**src/hdl/piec_pkg.sv**
```systemverilog
// Shared types and constants of the prescaled IRQ event counter.
`default_nettype none

package piec_pkg;

    // Bus event kinds; the control byte's clock-source field uses the same codes
    typedef enum logic [1:0] {
        ACT_CPU_TICK  = 2'd0,
        ACT_A12_SEEN  = 2'd1,
        ACT_PPU_READ  = 2'd2,
        ACT_CPU_WRITE = 2'd3
    } t_action;

    // Count direction codes (control bits 7..6)
    localparam logic [1:0] DIR_UP   = 2'd1;
    localparam logic [1:0] DIR_DOWN = 2'd2;

    // IRQ register numbers
    localparam logic [2:0] REG_ENABLE    = 3'd0;
    localparam logic [2:0] REG_CONTROL   = 3'd1;
    localparam logic [2:0] REG_DISABLE   = 3'd2;
    localparam logic [2:0] REG_SET_EN    = 3'd3;
    localparam logic [2:0] REG_PRESCALER = 3'd4;
    localparam logic [2:0] REG_COUNTER   = 3'd5;
    localparam logic [2:0] REG_XOR_KEY   = 3'd6;

    // Control byte fields
    localparam int CTL_MASK_BIT   = 2;
    localparam int CTL_FREEZE_BIT = 3;

    // Prescaler masks and counter wrap values
    localparam logic [7:0] MASK_NARROW = 8'h07;
    localparam logic [7:0] MASK_WIDE   = 8'hFF;
    localparam logic [7:0] WRAP_UP     = 8'h00;
    localparam logic [7:0] WRAP_DOWN   = 8'hFF;

    // One input request
    typedef struct packed {
        t_action    action;
        logic       ppu_a12;
        logic       irq_reg_hit;
        logic [2:0] reg_index;
        logic [7:0] write_value;
    } t_item;

    // One result
    typedef struct packed {
        logic       irq_asserted;
        logic [7:0] counter_value;
        logic [7:0] prescaler_value;
    } t_result;

endpackage

`default_nettype wire

```
**src/hdl/piec_in_stage.sv**
```systemverilog
// Input register stage of the IRQ event counter.
`default_nettype none

module piec_in_stage (
    input  wire logic            i_clk,
    input  wire logic            i_rst_n,
    input  wire logic            i_valid,
    output logic                 o_ready,
    input  wire piec_pkg::t_item i_item,
    input  wire logic            i_advance,
    output logic                 o_valid,
    output piec_pkg::t_item      o_item
);

    logic            r_valid;
    logic            n_valid;
    piec_pkg::t_item r_item;

    // Take a new request whenever the stage is empty or moving on
    assign o_ready = !r_valid || i_advance;
    assign n_valid = (i_valid && o_ready) || (r_valid && !i_advance);

    always_ff @(posedge i_clk) begin
        if (!i_rst_n) begin
            r_valid <= 1'b0;
        end else begin
            r_valid <= n_valid;
        end
    end

    // Hold the payload until the next request is taken
    always_ff @(posedge i_clk) begin
        if (i_valid && o_ready) begin
            r_item <= i_item;
        end
    end

    assign o_valid = r_valid;
    assign o_item  = r_item;

endmodule

`default_nettype wire

```
**src/hdl/piec_core.sv**
```systemverilog
// Counter state and single-pass next-state logic of the IRQ event counter.
`default_nettype none

module piec_core (
    input  wire logic            i_clk,
    input  wire logic            i_rst_n,
    input  wire logic            i_fire,
    input  wire piec_pkg::t_item i_item,
    output piec_pkg::t_result    o_result
);

    logic       r_enabled,  n_enabled;
    logic [7:0] r_control,  n_control;
    logic [7:0] r_prescaler, n_prescaler;
    logic [7:0] r_counter,  n_counter;
    logic [7:0] r_xor_key,  n_xor_key;
    logic       r_prev_a12, n_prev_a12;
    logic       r_irq,      n_irq;

    logic       src_hit;
    logic       do_clock;
    logic [7:0] mask;
    logic       frozen;
    logic [1:0] dir;
    logic [7:0] pre_sum;
    logic [7:0] clk_pre;
    logic [7:0] clk_cnt;
    logic       clk_irq;
    logic       is_write;

    assign mask     = r_control[piec_pkg::CTL_MASK_BIT] ? piec_pkg::MASK_NARROW
                                                        : piec_pkg::MASK_WIDE;
    assign frozen   = r_control[piec_pkg::CTL_FREEZE_BIT];
    assign dir      = r_control[7:6];
    assign is_write = (i_item.action == piec_pkg::ACT_CPU_WRITE);

    // Decide whether this request clocks the prescaler
    always_comb begin
        src_hit = (r_control[1:0] == i_item.action);
        case (i_item.action)
            piec_pkg::ACT_A12_SEEN: do_clock = src_hit && i_item.ppu_a12 && !r_prev_a12;
            default:                do_clock = src_hit;
        endcase
    end

    // Step the prescaler's masked low part and the main counter
    always_comb begin
        clk_pre = r_prescaler;
        clk_cnt = r_counter;
        clk_irq = r_irq;
        pre_sum = r_prescaler;
        if (do_clock && r_enabled) begin
            if (dir == piec_pkg::DIR_UP) begin
                pre_sum = r_prescaler + 8'd1;
                clk_pre = (r_prescaler & ~mask) | (pre_sum & mask);
                if ((pre_sum & mask) == 8'h00) begin
                    if (!frozen) begin
                        clk_cnt = r_counter + 8'd1;
                    end
                    if (clk_cnt == piec_pkg::WRAP_UP) begin
                        clk_irq = 1'b1;
                    end
                end
            end else if (dir == piec_pkg::DIR_DOWN) begin
                pre_sum = r_prescaler - 8'd1;
                clk_pre = (r_prescaler & ~mask) | (pre_sum & mask);
                if ((pre_sum & mask) == mask) begin
                    if (!frozen) begin
                        clk_cnt = r_counter - 8'd1;
                    end
                    if (clk_cnt == piec_pkg::WRAP_DOWN) begin
                        clk_irq = 1'b1;
                    end
                end
            end
        end
    end

    // Apply the register write after the clock
    always_comb begin
        n_enabled   = r_enabled;
        n_control   = r_control;
        n_prescaler = clk_pre;
        n_counter   = clk_cnt;
        n_xor_key   = r_xor_key;
        n_irq       = clk_irq;
        n_prev_a12  = (i_item.action == piec_pkg::ACT_A12_SEEN) ? i_item.ppu_a12
                                                                  : r_prev_a12;
        if (is_write && i_item.irq_reg_hit) begin
            unique case (i_item.reg_index)
                piec_pkg::REG_ENABLE: begin
                    n_enabled = i_item.write_value[0];
                    if (!i_item.write_value[0]) begin
                        n_prescaler = 8'h00;
                        n_irq       = 1'b0;
                    end
                end
                piec_pkg::REG_CONTROL: begin
                    n_control = i_item.write_value;
                end
                piec_pkg::REG_DISABLE: begin
                    n_enabled   = 1'b0;
                    n_prescaler = 8'h00;
                    n_irq       = 1'b0;
                end
                piec_pkg::REG_SET_EN: begin
                    n_enabled = 1'b1;
                end
                piec_pkg::REG_PRESCALER: begin
                    n_prescaler = i_item.write_value ^ r_xor_key;
                end
                piec_pkg::REG_COUNTER: begin
                    n_counter = i_item.write_value ^ r_xor_key;
                end
                piec_pkg::REG_XOR_KEY: begin
                    n_xor_key = i_item.write_value;
                end
                default: begin
                end
            endcase
        end
    end

    // Advance the state once per request
    always_ff @(posedge i_clk) begin
        if (!i_rst_n) begin
            r_enabled   <= 1'b0;
            r_control   <= 8'h00;
            r_prescaler <= 8'h00;
            r_counter   <= 8'h00;
            r_xor_key   <= 8'h00;
            r_prev_a12  <= 1'b0;
            r_irq       <= 1'b0;
        end else if (i_fire) begin
            r_enabled   <= n_enabled;
            r_control   <= n_control;
            r_prescaler <= n_prescaler;
            r_counter   <= n_counter;
            r_xor_key   <= n_xor_key;
            r_prev_a12  <= n_prev_a12;
            r_irq       <= n_irq;
        end
    end

    assign o_result.irq_asserted    = n_irq;
    assign o_result.counter_value   = n_counter;
    assign o_result.prescaler_value = n_prescaler;

    // State only moves when a request is processed
    a_idle_holds: assert property (@(posedge i_clk) disable iff (!i_rst_n)
        !i_fire |=> $stable(r_irq) && $stable(r_counter) && $stable(r_prescaler))
        else $error("counter state moved without a request");

    // A disable write clears the prescaler and releases the line
    a_disable_clears: assert property (@(posedge i_clk) disable iff (!i_rst_n)
        i_fire && is_write && i_item.irq_reg_hit
            && i_item.reg_index == piec_pkg::REG_DISABLE
        |=> !r_enabled && r_prescaler == 8'h00 && !r_irq)
        else $error("disable write did not clear state");

    // While disabled and not written, the counters stay put
    a_disabled_frozen: assert property (@(posedge i_clk) disable iff (!i_rst_n)
        i_fire && !r_enabled && !(is_write && i_item.irq_reg_hit)
        |=> $stable(r_prescaler) && $stable(r_counter) && r_irq == $past(r_irq))
        else $error("disabled counter moved");

endmodule

`default_nettype wire

```
**src/hdl/piec_out_stage.sv**
```systemverilog
// Result register stage of the IRQ event counter.
`default_nettype none

module piec_out_stage (
    input  wire logic              i_clk,
    input  wire logic              i_rst_n,
    input  wire logic              i_load,
    input  wire piec_pkg::t_result i_result,
    input  wire logic              i_ready,
    output logic                   o_valid,
    output piec_pkg::t_result      o_result
);

    logic              r_valid;
    piec_pkg::t_result r_result;

    // Hold a result until it is taken; a load replaces it
    always_ff @(posedge i_clk) begin
        if (!i_rst_n) begin
            r_valid <= 1'b0;
        end else if (i_load) begin
            r_valid <= 1'b1;
        end else if (i_ready) begin
            r_valid <= 1'b0;
        end
    end

    always_ff @(posedge i_clk) begin
        if (i_load) begin
            r_result <= i_result;
        end
    end

    assign o_valid  = r_valid;
    assign o_result = r_result;

endmodule

`default_nettype wire

```
**src/hdl/prescaled_irq_event_counter.sv**
```systemverilog
// Top level of the prescaled IRQ event counter.
// Takes bus event requests and returns one result per event
// (IRQ line, main counter, prescaler after that event). A request is caught
// in an input register; the single-pass update logic then advances the
// counter state and loads the result register. The sustained rate is one
// request per clock whenever the result side takes its results.
// Back-pressure from the result side stalls the input register, which then
// holds one request.
`default_nettype none

module prescaled_irq_event_counter (
    input  wire logic       i_clk,
    input  wire logic       i_rst_n,
    input  wire logic       i_valid,
    output logic            o_ready,
    input  wire logic [1:0] i_action,
    input  wire logic       i_ppu_a12,
    input  wire logic       i_irq_reg_hit,
    input  wire logic [2:0] i_reg_index,
    input  wire logic [7:0] i_write_value,
    output logic            o_valid,
    input  wire logic       i_ready,
    output logic            o_irq_asserted,
    output logic [7:0]      o_counter_value,
    output logic [7:0]      o_prescaler_value
);

    piec_pkg::t_item   in_item;
    piec_pkg::t_item   s1_item;
    logic              s1_valid;
    logic              advance;
    piec_pkg::t_result core_result;
    piec_pkg::t_result out_result;

    // Pack the request fields
    assign in_item.action      = piec_pkg::t_action'(i_action);
    assign in_item.ppu_a12     = i_ppu_a12;
    assign in_item.irq_reg_hit = i_irq_reg_hit;
    assign in_item.reg_index   = i_reg_index;
    assign in_item.write_value = i_write_value;

    // Move a request on when the result register is free or being emptied
    assign advance = s1_valid && (!o_valid || i_ready);

    piec_in_stage u_in (
        .i_clk     (i_clk),
        .i_rst_n   (i_rst_n),
        .i_valid   (i_valid),
        .o_ready   (o_ready),
        .i_item    (in_item),
        .i_advance (advance),
        .o_valid   (s1_valid),
        .o_item    (s1_item)
    );

    piec_core u_core (
        .i_clk    (i_clk),
        .i_rst_n  (i_rst_n),
        .i_fire   (advance),
        .i_item   (s1_item),
        .o_result (core_result)
    );

    piec_out_stage u_out (
        .i_clk    (i_clk),
        .i_rst_n  (i_rst_n),
        .i_load   (advance),
        .i_result (core_result),
        .i_ready  (i_ready),
        .o_valid  (o_valid),
        .o_result (out_result)
    );

    assign o_irq_asserted    = out_result.irq_asserted;
    assign o_counter_value   = out_result.counter_value;
    assign o_prescaler_value = out_result.prescaler_value;

endmodule

`default_nettype wire
```
**config.mk**
```make
export PLATFORM = sky130hd
export DESIGN_NAME = prescaled_irq_event_counter
export DESIGN_NICKNAME = d
export VERILOG_FILES = /design/src/hdl/piec_pkg.sv /design/src/hdl/piec_in_stage.sv /design/src/hdl/piec_core.sv /design/src/hdl/piec_out_stage.sv /design/src/hdl/prescaled_irq_event_counter.sv
export SDC_FILE = /design/constraint.sdc
export NUM_CORES = 1
export LEC_CHECK = 0
export ABC_AREA = 1
export BUFFER_PORTS_ARGS = -buffer_cell sky130_fd_sc_hd__buf_4
export CAP_MARGIN = 40
export CORE_ASPECT_RATIO = 0.5
export CORE_UTILIZATION = 54
export DETAILED_ROUTE_END_ITERATION = 7
export PLACE_DENSITY = 0.83
export SKIP_CTS_REPAIR_TIMING = 1
export SLEW_MARGIN = 30
export SYNTH_ARGS = -nofsm -noshare
export SYNTH_HDL_FRONTEND = slang
export SYNTH_SLANG_ARGS = --single-unit
```
**constraint.sdc**
```tcl
create_clock -name i_clk -period 1.9 [get_ports i_clk]
set_input_delay 0.57 -clock i_clk [delete_from_list [all_inputs] [get_ports i_clk]]
set_output_delay 0.57 -clock i_clk [all_outputs]
set_load 0.01 [all_outputs]
```
==> report_table.html, run 1 <==
<table>
<tr><th>Metric</th><th>Value</th></tr>
<tr><th colspan="2">Timing</th></tr>
<tr><td>Maximum clock frequency</td><td>504 MHz</td></tr>
<tr><td>Actual transition at the worst max-transition pin</td><td>0.452 ns</td></tr>
<tr><td>Final setup viols</td><td>23</td></tr>
<tr><td>Fin crit period</td><td>1.98 ns</td></tr>
<tr><td>Least setup slack across all paths after layout</td><td>-0.0835 ns</td></tr>
<tr><td>Final clock skew</td><td>0.00455 ns</td></tr>
<tr><td>Share of the cycle needed by the critical path after routing</td><td>104%</td></tr>
<tr><td>Unrepaired setup endpoints after global routing</td><td>yes</td></tr>
<tr><td>Max_slew headroom</td><td>69.6%</td></tr>
<tr><td>Max-slew violation count</td><td>0</td></tr>
<tr><td>Hold violation total from the final report</td><td>0</td></tr>
<tr><th colspan="2">Drt</th></tr>
<tr><td>Vias per inst</td><td>5.88</td></tr>
<tr><td>Final Routed Wirelength</td><td>12.2 mm</td></tr>
<tr><td>First DRT Iteration DRCs</td><td>595</td></tr>
<tr><td>Antenna Violating Nets Remaining</td><td>0</td></tr>
<tr><td>Final routed wire length divided by cell count</td><td>16.2 µm</td></tr>
<tr><td>Detailed Routing Iterations Pass 1</td><td>6</td></tr>
<tr><td>Post-route DRC violation count</td><td>0</td></tr>
<tr><td>Routed vias</td><td>4,437</td></tr>
<tr><th colspan="2">Yosys</th></tr>
<tr><td>Total nets after synthesis</td><td>583</td></tr>
<tr><td>Largest cells by area after synthesis</td><td>edfxtp_1 24%, dfxtp_1 17%, nand2_1 12%, nand3_1 7.1%, o21ai_0 6.3%</td></tr>
<tr><td>Top_reg_cell synth</td><td>dfxtp_1</td></tr>
<tr><td>Yosys top cell by area</td><td>edfxtp_1</td></tr>
<tr><td>Most common cell in the netlist</td><td>nand2_1</td></tr>
<tr><td>Area share of the largest cell type after synthesis</td><td>23.9%</td></tr>
<tr><td>Post-synthesis cell type count</td><td>35</td></tr>
<tr><td>Synth top cells by count</td><td>130 x nand2_1, 67 x inv_1, 57 x nand3_1</td></tr>
<tr><td>Post-synthesis instance area</td><td>4020 µm²</td></tr>
<tr><td>Synth async-reset ratio</td><td>0%</td></tr>
<tr><td>Share of synthesized area occupied by flip-flops and latches</td><td>41.3%</td></tr>
<tr><td>Synthesized area divided by synthesized cell count</td><td>7.20 µm²</td></tr>
<tr><td>Number of enable flip-flop cells after synthesis</td><td>32</td></tr>
<tr><td>Cell count after synthesis</td><td>559</td></tr>
<tr><td>Number of warnings issued by yosys</td><td>0</td></tr>
<tr><td>Total of flip-flops plus latches after synthesis</td><td>67</td></tr>
<tr><th colspan="2">Floorplan</th></tr>
<tr><td>Height of the chip</td><td>63.0 µm</td></tr>
<tr><td>Effective utilization at floorplan</td><td>58.0%</td></tr>
<tr><td>Total I/O pin count</td><td>38</td></tr>
<tr><td>Number of rows created at floorplan</td><td>21</td></tr>
<tr><td>Die Span X</td><td>124 µm</td></tr>
<tr><td>Total core area</td><td>6940 µm²</td></tr>
<tr><td>Die outline area</td><td>7820 µm²</td></tr>
<tr><th colspan="2">Worst setup path</th></tr>
<tr><td>Register-to-Register Path Depth</td><td>15</td></tr>
<tr><td>Data required time of the worst path</td><td>2.00 ns</td></tr>
<tr><td>Start-to-end type of the worst setup path</td><td>reg2reg</td></tr>
<tr><td>Critical path endpoint category</td><td>flip-flop</td></tr>
<tr><td>Highest net fanout along the worst path</td><td>8</td></tr>
<tr><td>Critical Path Source</td><td>u_core.r_prescaler[3]</td></tr>
<tr><td>CP arrival</td><td>2.08 ns</td></tr>
<tr><td>Nature of the critical path startpoint</td><td>flip-flop</td></tr>
<tr><td>Critical R2R Launch</td><td>u_core.r_prescaler[3]</td></tr>
<tr><th colspan="2">GRT</th></tr>
<tr><td>Met2 GRT Util</td><td>48.5%</td></tr>
<tr><td>Total grt overflow</td><td>0</td></tr>
<tr><td>Most congested layer reported by global routing</td><td>met2</td></tr>
<tr><td>Initial antenna violation count</td><td>0</td></tr>
<tr><td>Largest net degree at the start of global routing</td><td>26</td></tr>
<tr><td>First-pass GRT wire length</td><td>18.1 mm</td></tr>
<tr><td>Global-route track usage on met3</td><td>9.40%</td></tr>
<tr><td>GRT Total Usage</td><td>30.7%</td></tr>
<tr><td>Via count of the first global-routing pass</td><td>3,819</td></tr>
<tr><td>Met1 routing resource usage after global routing</td><td>40.7%</td></tr>
<tr><th colspan="2">Power</th></tr>
<tr><td>Clock power frac</td><td>41.2%</td></tr>
<tr><td>Leak pwr</td><td>2.53 nW</td></tr>
<tr><td>PwrDens</td><td>741 nW/µm²</td></tr>
<tr><td>Share of total power in sequential cells</td><td>40.4%</td></tr>
<tr><td>Switching component of the power</td><td>1.11 mW</td></tr>
<tr><td>Combinational power share</td><td>18.4%</td></tr>
<tr><td>P_int</td><td>2.97 mW</td></tr>
<tr><td>Fraction of power spent switching nets</td><td>27.3%</td></tr>
<tr><td>Max IR drop VDD</td><td>0.623 mV</td></tr>
<tr><th colspan="2">Clock network</th></tr>
<tr><td>Worst-skew pair later-pin latency</td><td>0.34 ns</td></tr>
<tr><td>Root Buffer Master</td><td>clkbuf_16</td></tr>
<tr><td>Clock Tree Buf Depth</td><td>2</td></tr>
<tr><td>Clock slew at reported path FFs</td><td>0.06 ns</td></tr>
<tr><td>Clk sink count</td><td>67</td></tr>
<tr><td>TritonCTS clock tree</td><td>yes</td></tr>
<tr><td>Number of buffers inserted during clock tree synthesis</td><td>9</td></tr>
<tr><td>Clock H-tree levels</td><td>3</td></tr>
<tr><th colspan="2">Min path</th></tr>
<tr><td>Worst Hold Class</td><td>in2reg</td></tr>
<tr><td>Startpoint of the worst hold path</td><td>i_reg_index[0]</td></tr>
<tr><td>Count of cells along the worst hold path</td><td>1</td></tr>
<tr><th colspan="2">Place</th></tr>
<tr><td>Detailed placer's ending HPWL</td><td>8.07 mm</td></tr>
<tr><td>Number of port buffers</td><td>37</td></tr>
<tr><td>Final weighted congestion of routability-driven global placement</td><td>0.926</td></tr>
<tr><td>Cell count after placement</td><td>728</td></tr>
<tr><th colspan="2">Finish</th></tr>
<tr><td>Net count reported at finish</td><td>681</td></tr>
<tr><td>Fraction of layout cells with a size suffix above 1</td><td>31.3%</td></tr>
<tr><td>Layout Utilization</td><td>79.3%</td></tr>
<tr><td>Final cell count without fillers</td><td>754</td></tr>
<tr><td>Antenna diode instance count</td><td>0</td></tr>
<tr><td>Area Growth Syn to Fin</td><td>36.8%</td></tr>
<tr><th colspan="2">Run status</th></tr>
<tr><td>Violated checks</td><td>setup timing</td></tr>
<tr><td>Result of the run</td><td>complete, but fails checks</td></tr>
<tr><th colspan="2">Flow run</th></tr>
<tr><td>Max Cap Viol</td><td>0</td></tr>
</table>
-- cell usage in the layout (no fill, tap or decap), types with 5 or more instances in the layout --
cell	instances
o21ai_2	6
nor2_4	7
nand3_1	49
nor2_1	50
nand4_1	9
edfxtp_1	32
dfxtp_1	26
buf_4	94
nand2_2	15
o21ai_1	11
o21ai_0	40
buf_6	5
clkbuf_16	9
a21oi_1	32
nand2_1	116
dfxtp_2	5
inv_2	14
xor2_1	10
inv_1	59
nand3_2	13
xnor2_1	8
-- worst max-delay path, stage by stage (launching register included) --
cell,delay [ns]
dfxtp_4,0.37
buf_6,0.13
inv_6,0.05
nand4_1,0.16
nor2_1,0.16
nand2_1,0.08
nand2_2,0.09
nand3_4,0.11
nand2_8,0.12
nand2_8,0.08
nand2_1,0.07
nand3_1,0.07
nand2_1,0.07
nand2_1,0.05
nand2_2,0.07
inv_2,0.04
-- path summary, 6_finish.rpt --
kind,endpoint,slack [ns]
max,u_out.o_result[10],-0.08
min,u_in.o_item[8],0.41
max reg2reg,u_out.o_result[10],-0.08
min reg2reg,u_core.r_control[7],0.49
-- power by group through the flow --
stage	Combinational [mW]	Sequential [mW]	Clock, mW
floorplan	0.351	1.67	0
global placement	0.613	1.67	0
detailed placement	0.625	1.67	0
CTS	0.633	1.64	1.69
global route	0.816	1.65	1.75
finish	0.751	1.65	1.68
-- cell families (layout without fill, tap and decap cells) --
family | after synthesis | in the layout | synth area share [%]
flops | 67 | 67 | 41.3
fa+ha+maj | 5 | 5 | 1.56
compound gates | 99 | 99 | 12.8
buf+inv | 96 | 197 | 9.49
simple gates | 274 | 276 | 31.0
xor+xnor | 18 | 18 | 3.92
-- metrics by stage --
step	worst slack (ns)	TNS, ns	hold slack [ns]	total power, mW	cell area, µm²
global route	-0.250	-5.00	0.399	4.21	5500
CTS	-0.176	-1.88	0.401	3.96	5110
finish	-0.0835	-1.12	0.408	4.08	5500
floorplan	0.0226	0	0.450	2.03	4040
global placement	-0.0823	-0.535	0.462	2.28	4800
detailed placement	-0.143	-1.33	0.481	2.30	4800
-- sequential cells by signal, summed over array words and instances, names as in the netlist --
register            cells
u_core.r_counter        8
u_core.r_prescaler      8
u_core.r_enabled        1
u_core.r_control        6
u_out.o_result         17
u_core.r_irq            1
u_out.o_valid           1
u_core.r_prev_a12       1
u_in.o_valid            1
u_in.o_item            15
u_core.r_xor_key        8
-- per-layer routing --
metal  vias to the layer above  share of wire [%]
met1                      2048                 40
met2                       289                 47
met5                         -                  0
li1                       2044                  -
met4                         0                3.1
met3                        56                 10
-- layout make-up --
cell class	count	area, µm²
multi-input combinational	398	2260
tap	92	115
clock buffer	11	243
sequential	67	1680
timing repair buffer	103	842
inverter	78	298
fill	418	1430
clock inverter	5	61.3
Power figures use the tool's default switching activity.
==> run 2, diff against run 1 <==
--- a/config.mk
+++ b/config.mk
@@ -12,6 +12,7 @@
 export CORE_UTILIZATION = 54
 export DETAILED_ROUTE_END_ITERATION = 7
 export PLACE_DENSITY = 0.83
+export REMOVE_ABC_BUFFERS = 1
 export SKIP_CTS_REPAIR_TIMING = 1
 export SLEW_MARGIN = 30
 export SYNTH_ARGS = -nofsm -noshare
==> report_table.html, run 2 (synthesis results as in run 1) <==
<table>
<tr><th>Metric</th><th>Value</th></tr>
<tr><th colspan="2">Timing</th></tr>
<tr><td>Maximum clock frequency</td><td>479 MHz</td></tr>
<tr><td>Max-slew violation count</td><td>0</td></tr>
<tr><td>Hold WS</td><td>0.402 ns</td></tr>
<tr><td>Hold violation total from the final report</td><td>0</td></tr>
<tr><td>Actual transition at the worst max-transition pin</td><td>0.577 ns</td></tr>
<tr><td>Fin crit period</td><td>2.09 ns</td></tr>
<tr><td>Final setup viols</td><td>18</td></tr>
<tr><td>Unrepaired setup endpoints after global routing</td><td>yes</td></tr>
<tr><td>Least setup slack across all paths after layout</td><td>-0.189 ns</td></tr>
<tr><td>Final clock skew</td><td>0.00869 ns</td></tr>
<tr><td>Share of the cycle needed by the critical path after routing</td><td>110%</td></tr>
<tr><td>Max_slew headroom</td><td>61.5%</td></tr>
<tr><th colspan="2">Floorplan</th></tr>
<tr><td>Die outline area</td><td>7820 µm²</td></tr>
<tr><td>Height of the chip</td><td>63.0 µm</td></tr>
<tr><td>Number of rows created at floorplan</td><td>21</td></tr>
<tr><td>Total I/O pin count</td><td>38</td></tr>
<tr><td>Effective utilization at floorplan</td><td>58.0%</td></tr>
<tr><td>Total core area</td><td>6940 µm²</td></tr>
<tr><td>Die Span X</td><td>124 µm</td></tr>
<tr><th colspan="2">GRT</th></tr>
<tr><td>First-pass GRT wire length</td><td>17.7 mm</td></tr>
<tr><td>Via count of the first global-routing pass</td><td>3,641</td></tr>
<tr><td>Initial antenna violation count</td><td>0</td></tr>
<tr><td>Largest net degree at the start of global routing</td><td>33</td></tr>
<tr><td>Total grt overflow</td><td>0</td></tr>
<tr><td>GRT Total Usage</td><td>30.4%</td></tr>
<tr><th colspan="2">Drt</th></tr>
<tr><td>Final Routed Wirelength</td><td>12.2 mm</td></tr>
<tr><td>Final routed wire length divided by cell count</td><td>16.2 µm</td></tr>
<tr><td>Vias per inst</td><td>5.73</td></tr>
<tr><td>Routed vias</td><td>4,310</td></tr>
<tr><td>Antenna Violating Nets Remaining</td><td>0</td></tr>
<tr><td>Post-route DRC violation count</td><td>0</td></tr>
<tr><td>First DRT Iteration DRCs</td><td>565</td></tr>
<tr><td>Detailed Routing Iterations Pass 1</td><td>6</td></tr>
<tr><th colspan="2">Place</th></tr>
<tr><td>Number of port buffers</td><td>37</td></tr>
<tr><td>Placed cell area</td><td>4800 µm²</td></tr>
<tr><td>Detailed placer's ending HPWL</td><td>7.80 mm</td></tr>
<tr><td>Final weighted congestion of routability-driven global placement</td><td>0.916</td></tr>
<tr><th colspan="2">Run status</th></tr>
<tr><td>Result of the run</td><td>complete, but fails checks</td></tr>
<tr><td>Violated checks</td><td>setup timing</td></tr>
<tr><th colspan="2">Worst setup path</th></tr>
<tr><td>Family with the most delay on the worst path</td><td>simple AND/OR/NAND/NOR gates</td></tr>
<tr><td>Delay of the slowest cell on the worst path</td><td>0.37 ns</td></tr>
<tr><td>Nature of the critical path startpoint</td><td>flip-flop</td></tr>
<tr><td>CP arrival</td><td>2.18 ns</td></tr>
<tr><td>Start-to-end type of the worst setup path</td><td>reg2reg</td></tr>
<tr><td>Critical path cell sequence</td><td>ha_4 &gt; xor2_2 &gt; nor2_1 &gt; nand3_2 &gt; nor2_4 &gt; nand2_2 &gt; nand2_2 &gt; nand3_2 &gt; nand2_1 &gt; inv_2 &gt; nand2_1 &gt; nand2_1 &gt; nand2_2 &gt; inv_1</td></tr>
<tr><td>Slowest cell on the critical path</td><td>dfxtp_4</td></tr>
<tr><td>Critical path endpoint category</td><td>flip-flop</td></tr>
<tr><td>Highest net fanout along the worst path</td><td>7</td></tr>
<tr><td>Critical path buffer and inverter count</td><td>2</td></tr>
<tr><td>Data required time of the worst path</td><td>1.99 ns</td></tr>
<tr><th colspan="2">Clock network</th></tr>
<tr><td>Clock H-tree levels</td><td>3</td></tr>
<tr><td>Root Buffer Master</td><td>clkbuf_16</td></tr>
<tr><td>Clock slew at reported path FFs</td><td>0.06 ns</td></tr>
<tr><td>TritonCTS clock tree</td><td>yes</td></tr>
<tr><td>Clock Tree Buf Depth</td><td>2</td></tr>
<tr><td>Clk sink count</td><td>67</td></tr>
<tr><td>Worst-skew pair later-pin latency</td><td>0.34 ns</td></tr>
<tr><td>Number of buffers inserted during clock tree synthesis</td><td>9</td></tr>
<tr><th colspan="2">Power</th></tr>
<tr><td>P_int</td><td>3.07 mW</td></tr>
<tr><td>Leak pwr</td><td>2.57 nW</td></tr>
<tr><td>Switching component of the power</td><td>1.14 mW</td></tr>
<tr><td>Fraction of power spent switching nets</td><td>27.1%</td></tr>
<tr><td>Combinational power share</td><td>18.9%</td></tr>
<tr><td>PwrDens</td><td>753 nW/µm²</td></tr>
<tr><td>Share of total power in sequential cells</td><td>39.1%</td></tr>
<tr><td>Clock power frac</td><td>41.9%</td></tr>
<tr><td>Max IR drop VDD</td><td>0.629 mV</td></tr>
<tr><th colspan="2">Finish</th></tr>
<tr><td>Most frequent cells in the layout</td><td>105 x nand2_1, 91 x buf_4, 59 x inv_1</td></tr>
<tr><td>Area Growth Syn to Fin</td><td>39.1%</td></tr>
<tr><td>Net count reported at finish</td><td>679</td></tr>
<tr><td>Leading cell type in the layout, fill and taps excluded</td><td>nand2_1</td></tr>
<tr><td>Flip-flop count of the largest register after layout</td><td>17</td></tr>
<tr><td>Design Area, Final</td><td>5600 µm²</td></tr>
<tr><td>Layout filler cell count</td><td>459</td></tr>
<tr><td>Fraction of layout cells with a size suffix above 1</td><td>33.8%</td></tr>
<tr><td>Antenna diode instance count</td><td>0</td></tr>
<tr><th colspan="2">Min path</th></tr>
<tr><td>Worst Hold Class</td><td>in2reg</td></tr>
<tr><th colspan="2">Flow run</th></tr>
<tr><td>Max Cap Viol</td><td>0</td></tr>
</table>
==> run 2: final timing paths <==
kind,start,end,slack [ns],cells past startpoint
setup / recovery,u_core.r_prescaler[1],u_out.o_result[10],-0.19,14
hold / removal,i_action[0],u_in.o_item[13],0.40,1
setup reg to reg,u_core.r_prescaler[1],u_out.o_result[10],-0.19,14
hold reg to reg,u_core.r_control[7],u_core.r_control[7],0.48,2
==> run 2: metal layers <==
metal / global-route usage (%) / part of all wire [%] / up-vias
met5: 0 / 0 / -
met4: 9.52 / 2.6 / 0
met3: 8.21 / 11 / 40
met2: 46.4 / 46 / 268
met1: 41.7 / 41 / 1970
li1: - / - / 2032
==> run 2: final cells by class <==
| type | count | area, µm² | area share (%) |
|---|---|---|---|
| multi-input combinational | 396 | 2320 | 41.5 |
| sequential | 67 | 1680 | 30.0 |
| timing repair buffer | 103 | 858 | 15.3 |
| tap | 92 | 115 | 2.06 |
| inverter | 78 | 298 | 5.32 |
| clock buffer | 12 | 268 | 4.79 |
| clock inverter | 4 | 56.3 | 1.01 |
==> run 2: power groups by stage <==
stage | Clock [mW] | Combinational, mW | Sequential, mW
after CTS | 1.78 | 0.634 | 1.64
after floorplan | 0 | 0.324 | 1.68
after global placement | 0 | 0.617 | 1.67
after detailed placement | 0 | 0.625 | 1.67
final | 1.77 | 0.797 | 1.65
after global routing | 1.85 | 0.859 | 1.66
==> run 2: through the flow <==
| step | setup TNS [ns] | instances | setup slack (ns) | utilization [%] | total power [mW] |
|---|---|---|---|---|---|
| floorplan | -4.92 | 541 | -0.154 | - | 2.01 |
| detailed placement | -1.31 | 728 | -0.132 | 69.2 | 2.29 |
| global placement | -0.803 | 728 | -0.0943 | 69.2 | 2.28 |
| global route | -4.77 | 752 | -0.307 | 80.7 | 4.37 |
| finish | -1.66 | 752 | -0.189 | 80.7 | 4.21 |
| CTS | -1.87 | 744 | -0.167 | 73.9 | 4.06 |
==> run 3, diff against run 2 <==
--- a/config.mk
+++ b/config.mk
@@ -5,13 +5,12 @@
 export SDC_FILE = /design/constraint.sdc
 export NUM_CORES = 1
 export LEC_CHECK = 0
-export ABC_AREA = 1
 export BUFFER_PORTS_ARGS = -buffer_cell sky130_fd_sc_hd__buf_4
 export CAP_MARGIN = 40
 export CORE_ASPECT_RATIO = 0.5
 export CORE_UTILIZATION = 54
 export DETAILED_ROUTE_END_ITERATION = 7
-export PLACE_DENSITY = 0.83
+export PLACE_DENSITY = 0.82
 export REMOVE_ABC_BUFFERS = 1
 export SKIP_CTS_REPAIR_TIMING = 1
 export SLEW_MARGIN = 30
==> report_table.html, run 3 <==
<table>
<tr><th>Metric</th><th>Value</th></tr>
<tr><th colspan="2">Run status</th></tr>
<tr><td>Result of the run</td><td>complete, but fails checks</td></tr>
<tr><td>Violated checks</td><td>setup timing</td></tr>
<tr><th colspan="2">Finish</th></tr>
<tr><td>Flip-flop count of the largest register after layout</td><td>17</td></tr>
<tr><td>Layout filler cell count</td><td>393</td></tr>
<tr><td>Area Growth Syn to Fin</td><td>44.1%</td></tr>
<tr><td>Antenna diode instance count</td><td>0</td></tr>
<tr><td>Leading cell type in the layout, fill and taps excluded</td><td>buf_4</td></tr>
<tr><td>Most frequent cells in the layout</td><td>142 x buf_4, 44 x nand2_1, 35 x nor2_1</td></tr>
<tr><td>Net count reported at finish</td><td>619</td></tr>
<tr><td>Final cell count without fillers</td><td>696</td></tr>
<tr><td>Design Area, Final</td><td>6010 µm²</td></tr>
<tr><td>Fraction of layout cells with a size suffix above 1</td><td>39.8%</td></tr>
<tr><th colspan="2">GRT</th></tr>
<tr><td>GRT Total Usage</td><td>32.1%</td></tr>
<tr><td>Initial antenna violation count</td><td>0</td></tr>
<tr><td>First-pass GRT wire length</td><td>19.8 mm</td></tr>
<tr><td>Global-route track usage on met3</td><td>8.04%</td></tr>
<tr><td>Via count of the first global-routing pass</td><td>3,886</td></tr>
<tr><td>Met1 routing resource usage after global routing</td><td>42.1%</td></tr>
<tr><td>Largest net degree at the start of global routing</td><td>22</td></tr>
<tr><td>Total grt overflow</td><td>0</td></tr>
<tr><td>Most congested layer reported by global routing</td><td>met2</td></tr>
<tr><td>Met2 GRT Util</td><td>52.3%</td></tr>
<tr><th colspan="2">Power</th></tr>
<tr><td>Max IR drop VDD</td><td>0.627 mV</td></tr>
<tr><td>Post-route total power</td><td>4.04 mW</td></tr>
<tr><td>PwrDens</td><td>673 nW/µm²</td></tr>
<tr><td>Leak pwr</td><td>2.43 nW</td></tr>
<tr><th colspan="2">Worst setup path</th></tr>
<tr><td>Most common cell on crit path</td><td>buf_4</td></tr>
<tr><td>Internal reg-to-reg setup slack</td><td>-0.77 ns</td></tr>
<tr><td>Data required time of the worst path</td><td>1.98 ns</td></tr>
<tr><td>Slowest cell on the critical path</td><td>dfxtp_2</td></tr>
<tr><td>Critical path endpoint category</td><td>flip-flop</td></tr>
<tr><td>CP arrival</td><td>2.75 ns</td></tr>
<tr><td>Nature of the critical path startpoint</td><td>flip-flop</td></tr>
<tr><td>Start-to-end type of the worst setup path</td><td>reg2reg</td></tr>
<tr><td>Critical R2R Launch</td><td>u_core.r_prescaler[0]</td></tr>
<tr><td>Delay of the slowest cell on the worst path</td><td>0.33 ns</td></tr>
<tr><td>Highest net fanout along the worst path</td><td>5</td></tr>
<tr><td>FF-to-FF End</td><td>u_out.o_result[9]</td></tr>
<tr><td>Critical path cell sequence</td><td>buf_4 &gt; buf_4 &gt; nor2_1 &gt; a31oi_1 &gt; o211ai_1 &gt; buf_4 &gt; nand2_4 &gt; buf_4 &gt; buf_6 &gt; mux2i_1 &gt; a211oi_2 &gt; a21oi_1</td></tr>
<tr><td>Register-to-Register Path Depth</td><td>12</td></tr>
<tr><th colspan="2">Floorplan</th></tr>
<tr><td>Total I/O pin count</td><td>38</td></tr>
<tr><td>Effective utilization at floorplan</td><td>56.3%</td></tr>
<tr><td>Height of the chip</td><td>64.1 µm</td></tr>
<tr><td>Die Span X</td><td>126 µm</td></tr>
<tr><td>Number of rows created at floorplan</td><td>22</td></tr>
<tr><td>Total core area</td><td>7400 µm²</td></tr>
<tr><td>Die outline area</td><td>8090 µm²</td></tr>
<tr><th colspan="2">Yosys</th></tr>
<tr><td>Largest cells by area after synthesis</td><td>edfxtp_1 23%, dfxtp_1 17%, nand2_1 4.0%, mux2i_1 3.4%, nor2_1 3.2%</td></tr>
<tr><td>Top_reg_cell synth</td><td>dfxtp_1</td></tr>
<tr><td>Yosys top cell by area</td><td>edfxtp_1</td></tr>
<tr><td>Share of synthesized area occupied by flip-flops and latches</td><td>39.9%</td></tr>
<tr><td>Post-synthesis instance area</td><td>4170 µm²</td></tr>
<tr><td>Post-synthesis cell type count</td><td>79</td></tr>
<tr><td>Area share of the largest cell type after synthesis</td><td>23.1%</td></tr>
<tr><td>Synth top cells by count</td><td>44 x nand2_1, 36 x nor2_1, 35 x dfxtp_1</td></tr>
<tr><td>Number of enable flip-flop cells after synthesis</td><td>32</td></tr>
<tr><td>Most common cell in the netlist</td><td>nand2_1</td></tr>
<tr><td>Synth async-reset ratio</td><td>0%</td></tr>
<tr><td>Cell count after synthesis</td><td>457</td></tr>
<tr><td>Total of flip-flops plus latches after synthesis</td><td>67</td></tr>
<tr><td>Number of warnings issued by yosys</td><td>0</td></tr>
<tr><td>Synthesized area divided by synthesized cell count</td><td>9.12 µm²</td></tr>
<tr><th colspan="2">Timing</th></tr>
<tr><td>Share of the cycle needed by the critical path after routing</td><td>140%</td></tr>
<tr><td>Final setup viols</td><td>34</td></tr>
<tr><td>Fin crit period</td><td>2.67 ns</td></tr>
<tr><td>Hold WS</td><td>0.401 ns</td></tr>
<tr><td>Max_slew headroom</td><td>58.7%</td></tr>
<tr><td>Final clock skew</td><td>0.0106 ns</td></tr>
<tr><td>Maximum clock frequency</td><td>375 MHz</td></tr>
<tr><td>Actual transition at the worst max-transition pin</td><td>0.619 ns</td></tr>
<tr><td>Least setup slack across all paths after layout</td><td>-0.769 ns</td></tr>
<tr><td>Hold violation total from the final report</td><td>0</td></tr>
<tr><td>Max-slew violation count</td><td>0</td></tr>
<tr><td>Unrepaired setup endpoints after global routing</td><td>yes</td></tr>
<tr><th colspan="2">Place</th></tr>
<tr><td>Final weighted congestion of routability-driven global placement</td><td>0.979</td></tr>
<tr><td>Placed cell area</td><td>5220 µm²</td></tr>
<tr><td>Detailed placer's ending HPWL</td><td>8.99 mm</td></tr>
<tr><td>Cell count after placement</td><td>666</td></tr>
<tr><td>Number of port buffers</td><td>37</td></tr>
<tr><th colspan="2">Drt</th></tr>
<tr><td>Vias per inst</td><td>6.64</td></tr>
<tr><td>Routed vias</td><td>4,621</td></tr>
<tr><td>First DRT Iteration DRCs</td><td>785</td></tr>
<tr><td>Final routed wire length divided by cell count</td><td>20.8 µm</td></tr>
<tr><td>Detailed Routing Iterations Pass 1</td><td>8</td></tr>
<tr><td>Post-route DRC violation count</td><td>0</td></tr>
<tr><td>Antenna Violating Nets Remaining</td><td>0</td></tr>
<tr><td>Final Routed Wirelength</td><td>14.5 mm</td></tr>
<tr><th colspan="2">Flow run</th></tr>
<tr><td>Max Cap Viol</td><td>0</td></tr>
<tr><th colspan="2">Clock network</th></tr>
<tr><td>Number of buffers inserted during clock tree synthesis</td><td>9</td></tr>
<tr><td>Clock H-tree levels</td><td>3</td></tr>
<tr><td>Clk sink count</td><td>67</td></tr>
<tr><td>TritonCTS clock tree</td><td>yes</td></tr>
<tr><td>Clock Tree Buf Depth</td><td>2</td></tr>
<tr><td>Clock slew at reported path FFs</td><td>0.06 ns</td></tr>
<tr><td>Root Buffer Master</td><td>clkbuf_16</td></tr>
<tr><td>Worst-skew pair later-pin latency</td><td>0.34 ns</td></tr>
<tr><th colspan="2">Min path</th></tr>
<tr><td>Count of cells along the worst hold path</td><td>1</td></tr>
<tr><td>End point of the worst hold path</td><td>u_in.o_item[12]</td></tr>
<tr><td>Worst Hold Class</td><td>in2reg</td></tr>
<tr><td>Startpoint of the worst hold path</td><td>i_ppu_a12</td></tr>
</table>
-- run 3: cell types whose count changed after synthesis, sizes merged, moves of 8 or more --
cell,delta
o31ai,+8
a21boi,+10
nand2,-86
nor2b,+14
clkbuf,+10
nand3,-50
a21oi,-14
mux2i,+14
nor3,+11
inv,-63
o21ai,-35
nor2,-22
-- run 3: metrics by stage --
stage	setup TNS, ns	setup WS, ns	utilization (%)
5_1_grt	-16.11	-0.798	81.1
6_report	-15.27	-0.769	81.1
3_5_place_dp	-12.58	-0.786	70.5
2_1_floorplan	-17.76	-0.628	-
4_1_cts	-13.84	-0.809	74.9
3_3_place_gp	-10.21	-0.607	70.5
-- run 3: logic make-up after synthesis --
group	count (synthesis)	synth area share, %
flip-flops	67	39.9
AND/OR/NAND/NOR	191	25.7
buffers and inverters	42	4.89
AO/OA/AOI/OAI	118	20.4
XOR/XNOR	19	3.99
adder cells (fa/ha/maj)	5	1.50
multiplexers	15	3.63
-- run 3: metal layers --
layer,share of wire [%],routed length (µm),vias up
met3,12,1730,117
li1,-,-,1978
met1,39,5670,2152
met5,0,0,-
met4,5.0,718,0
met2,44,6360,374
-- run 3: how the worst max path moves through the flow --
stage	start	end	slack (ns)	cells after the start
floorplan	u_core.r_prescaler[0]	u_out.o_result[15]	-0.63	8
global placement	u_core.r_prescaler[0]	u_out.o_result[15]	-0.61	12
detailed placement	u_core.r_prescaler[0]	u_out.o_result[15]	-0.79	10
CTS	u_core.r_prescaler[0]	u_out.o_result[15]	-0.81	10
global route	u_core.r_prescaler[1]	u_core.r_counter[0]	-0.80	12
finish	u_core.r_prescaler[0]	u_out.o_result[9]	-0.77	12
-- run 3: layout make-up --
class	instances	area [µm²]	area share, %
repair buffers	159	1270	21.1
multi-input cells	348	2590	43.2
clock buffers	10	229	3.81
well taps	96	120	2.00
inverters	10	37.5	0.625
clock inverters	6	95.1	1.58
flip-flops and latches	67	1670	27.7
-- run 3: worst max-delay path, delay by kind of cell (launching register included) --
| kind | cells | cell delay [ns] |
|---|---|---|
| AO/OA/AOI/OAI | 4 | 0.82 |
| buffers and inverters | 5 | 0.78 |
| flip-flops | 1 | 0.33 |
| multiplexers | 1 | 0.12 |
| AND/OR/NAND/NOR | 2 | 0.35 |
-- run 3: report_power, final --
part	total [mW]	switching (mW)	internal, mW	leakage, nW
registers	1.61	0.0391	1.57	0.597
logic	0.604	0.322	0.282	1.68
clock network	1.83	0.662	1.16	0.158
total	4.04	1.02	3.02	2.43
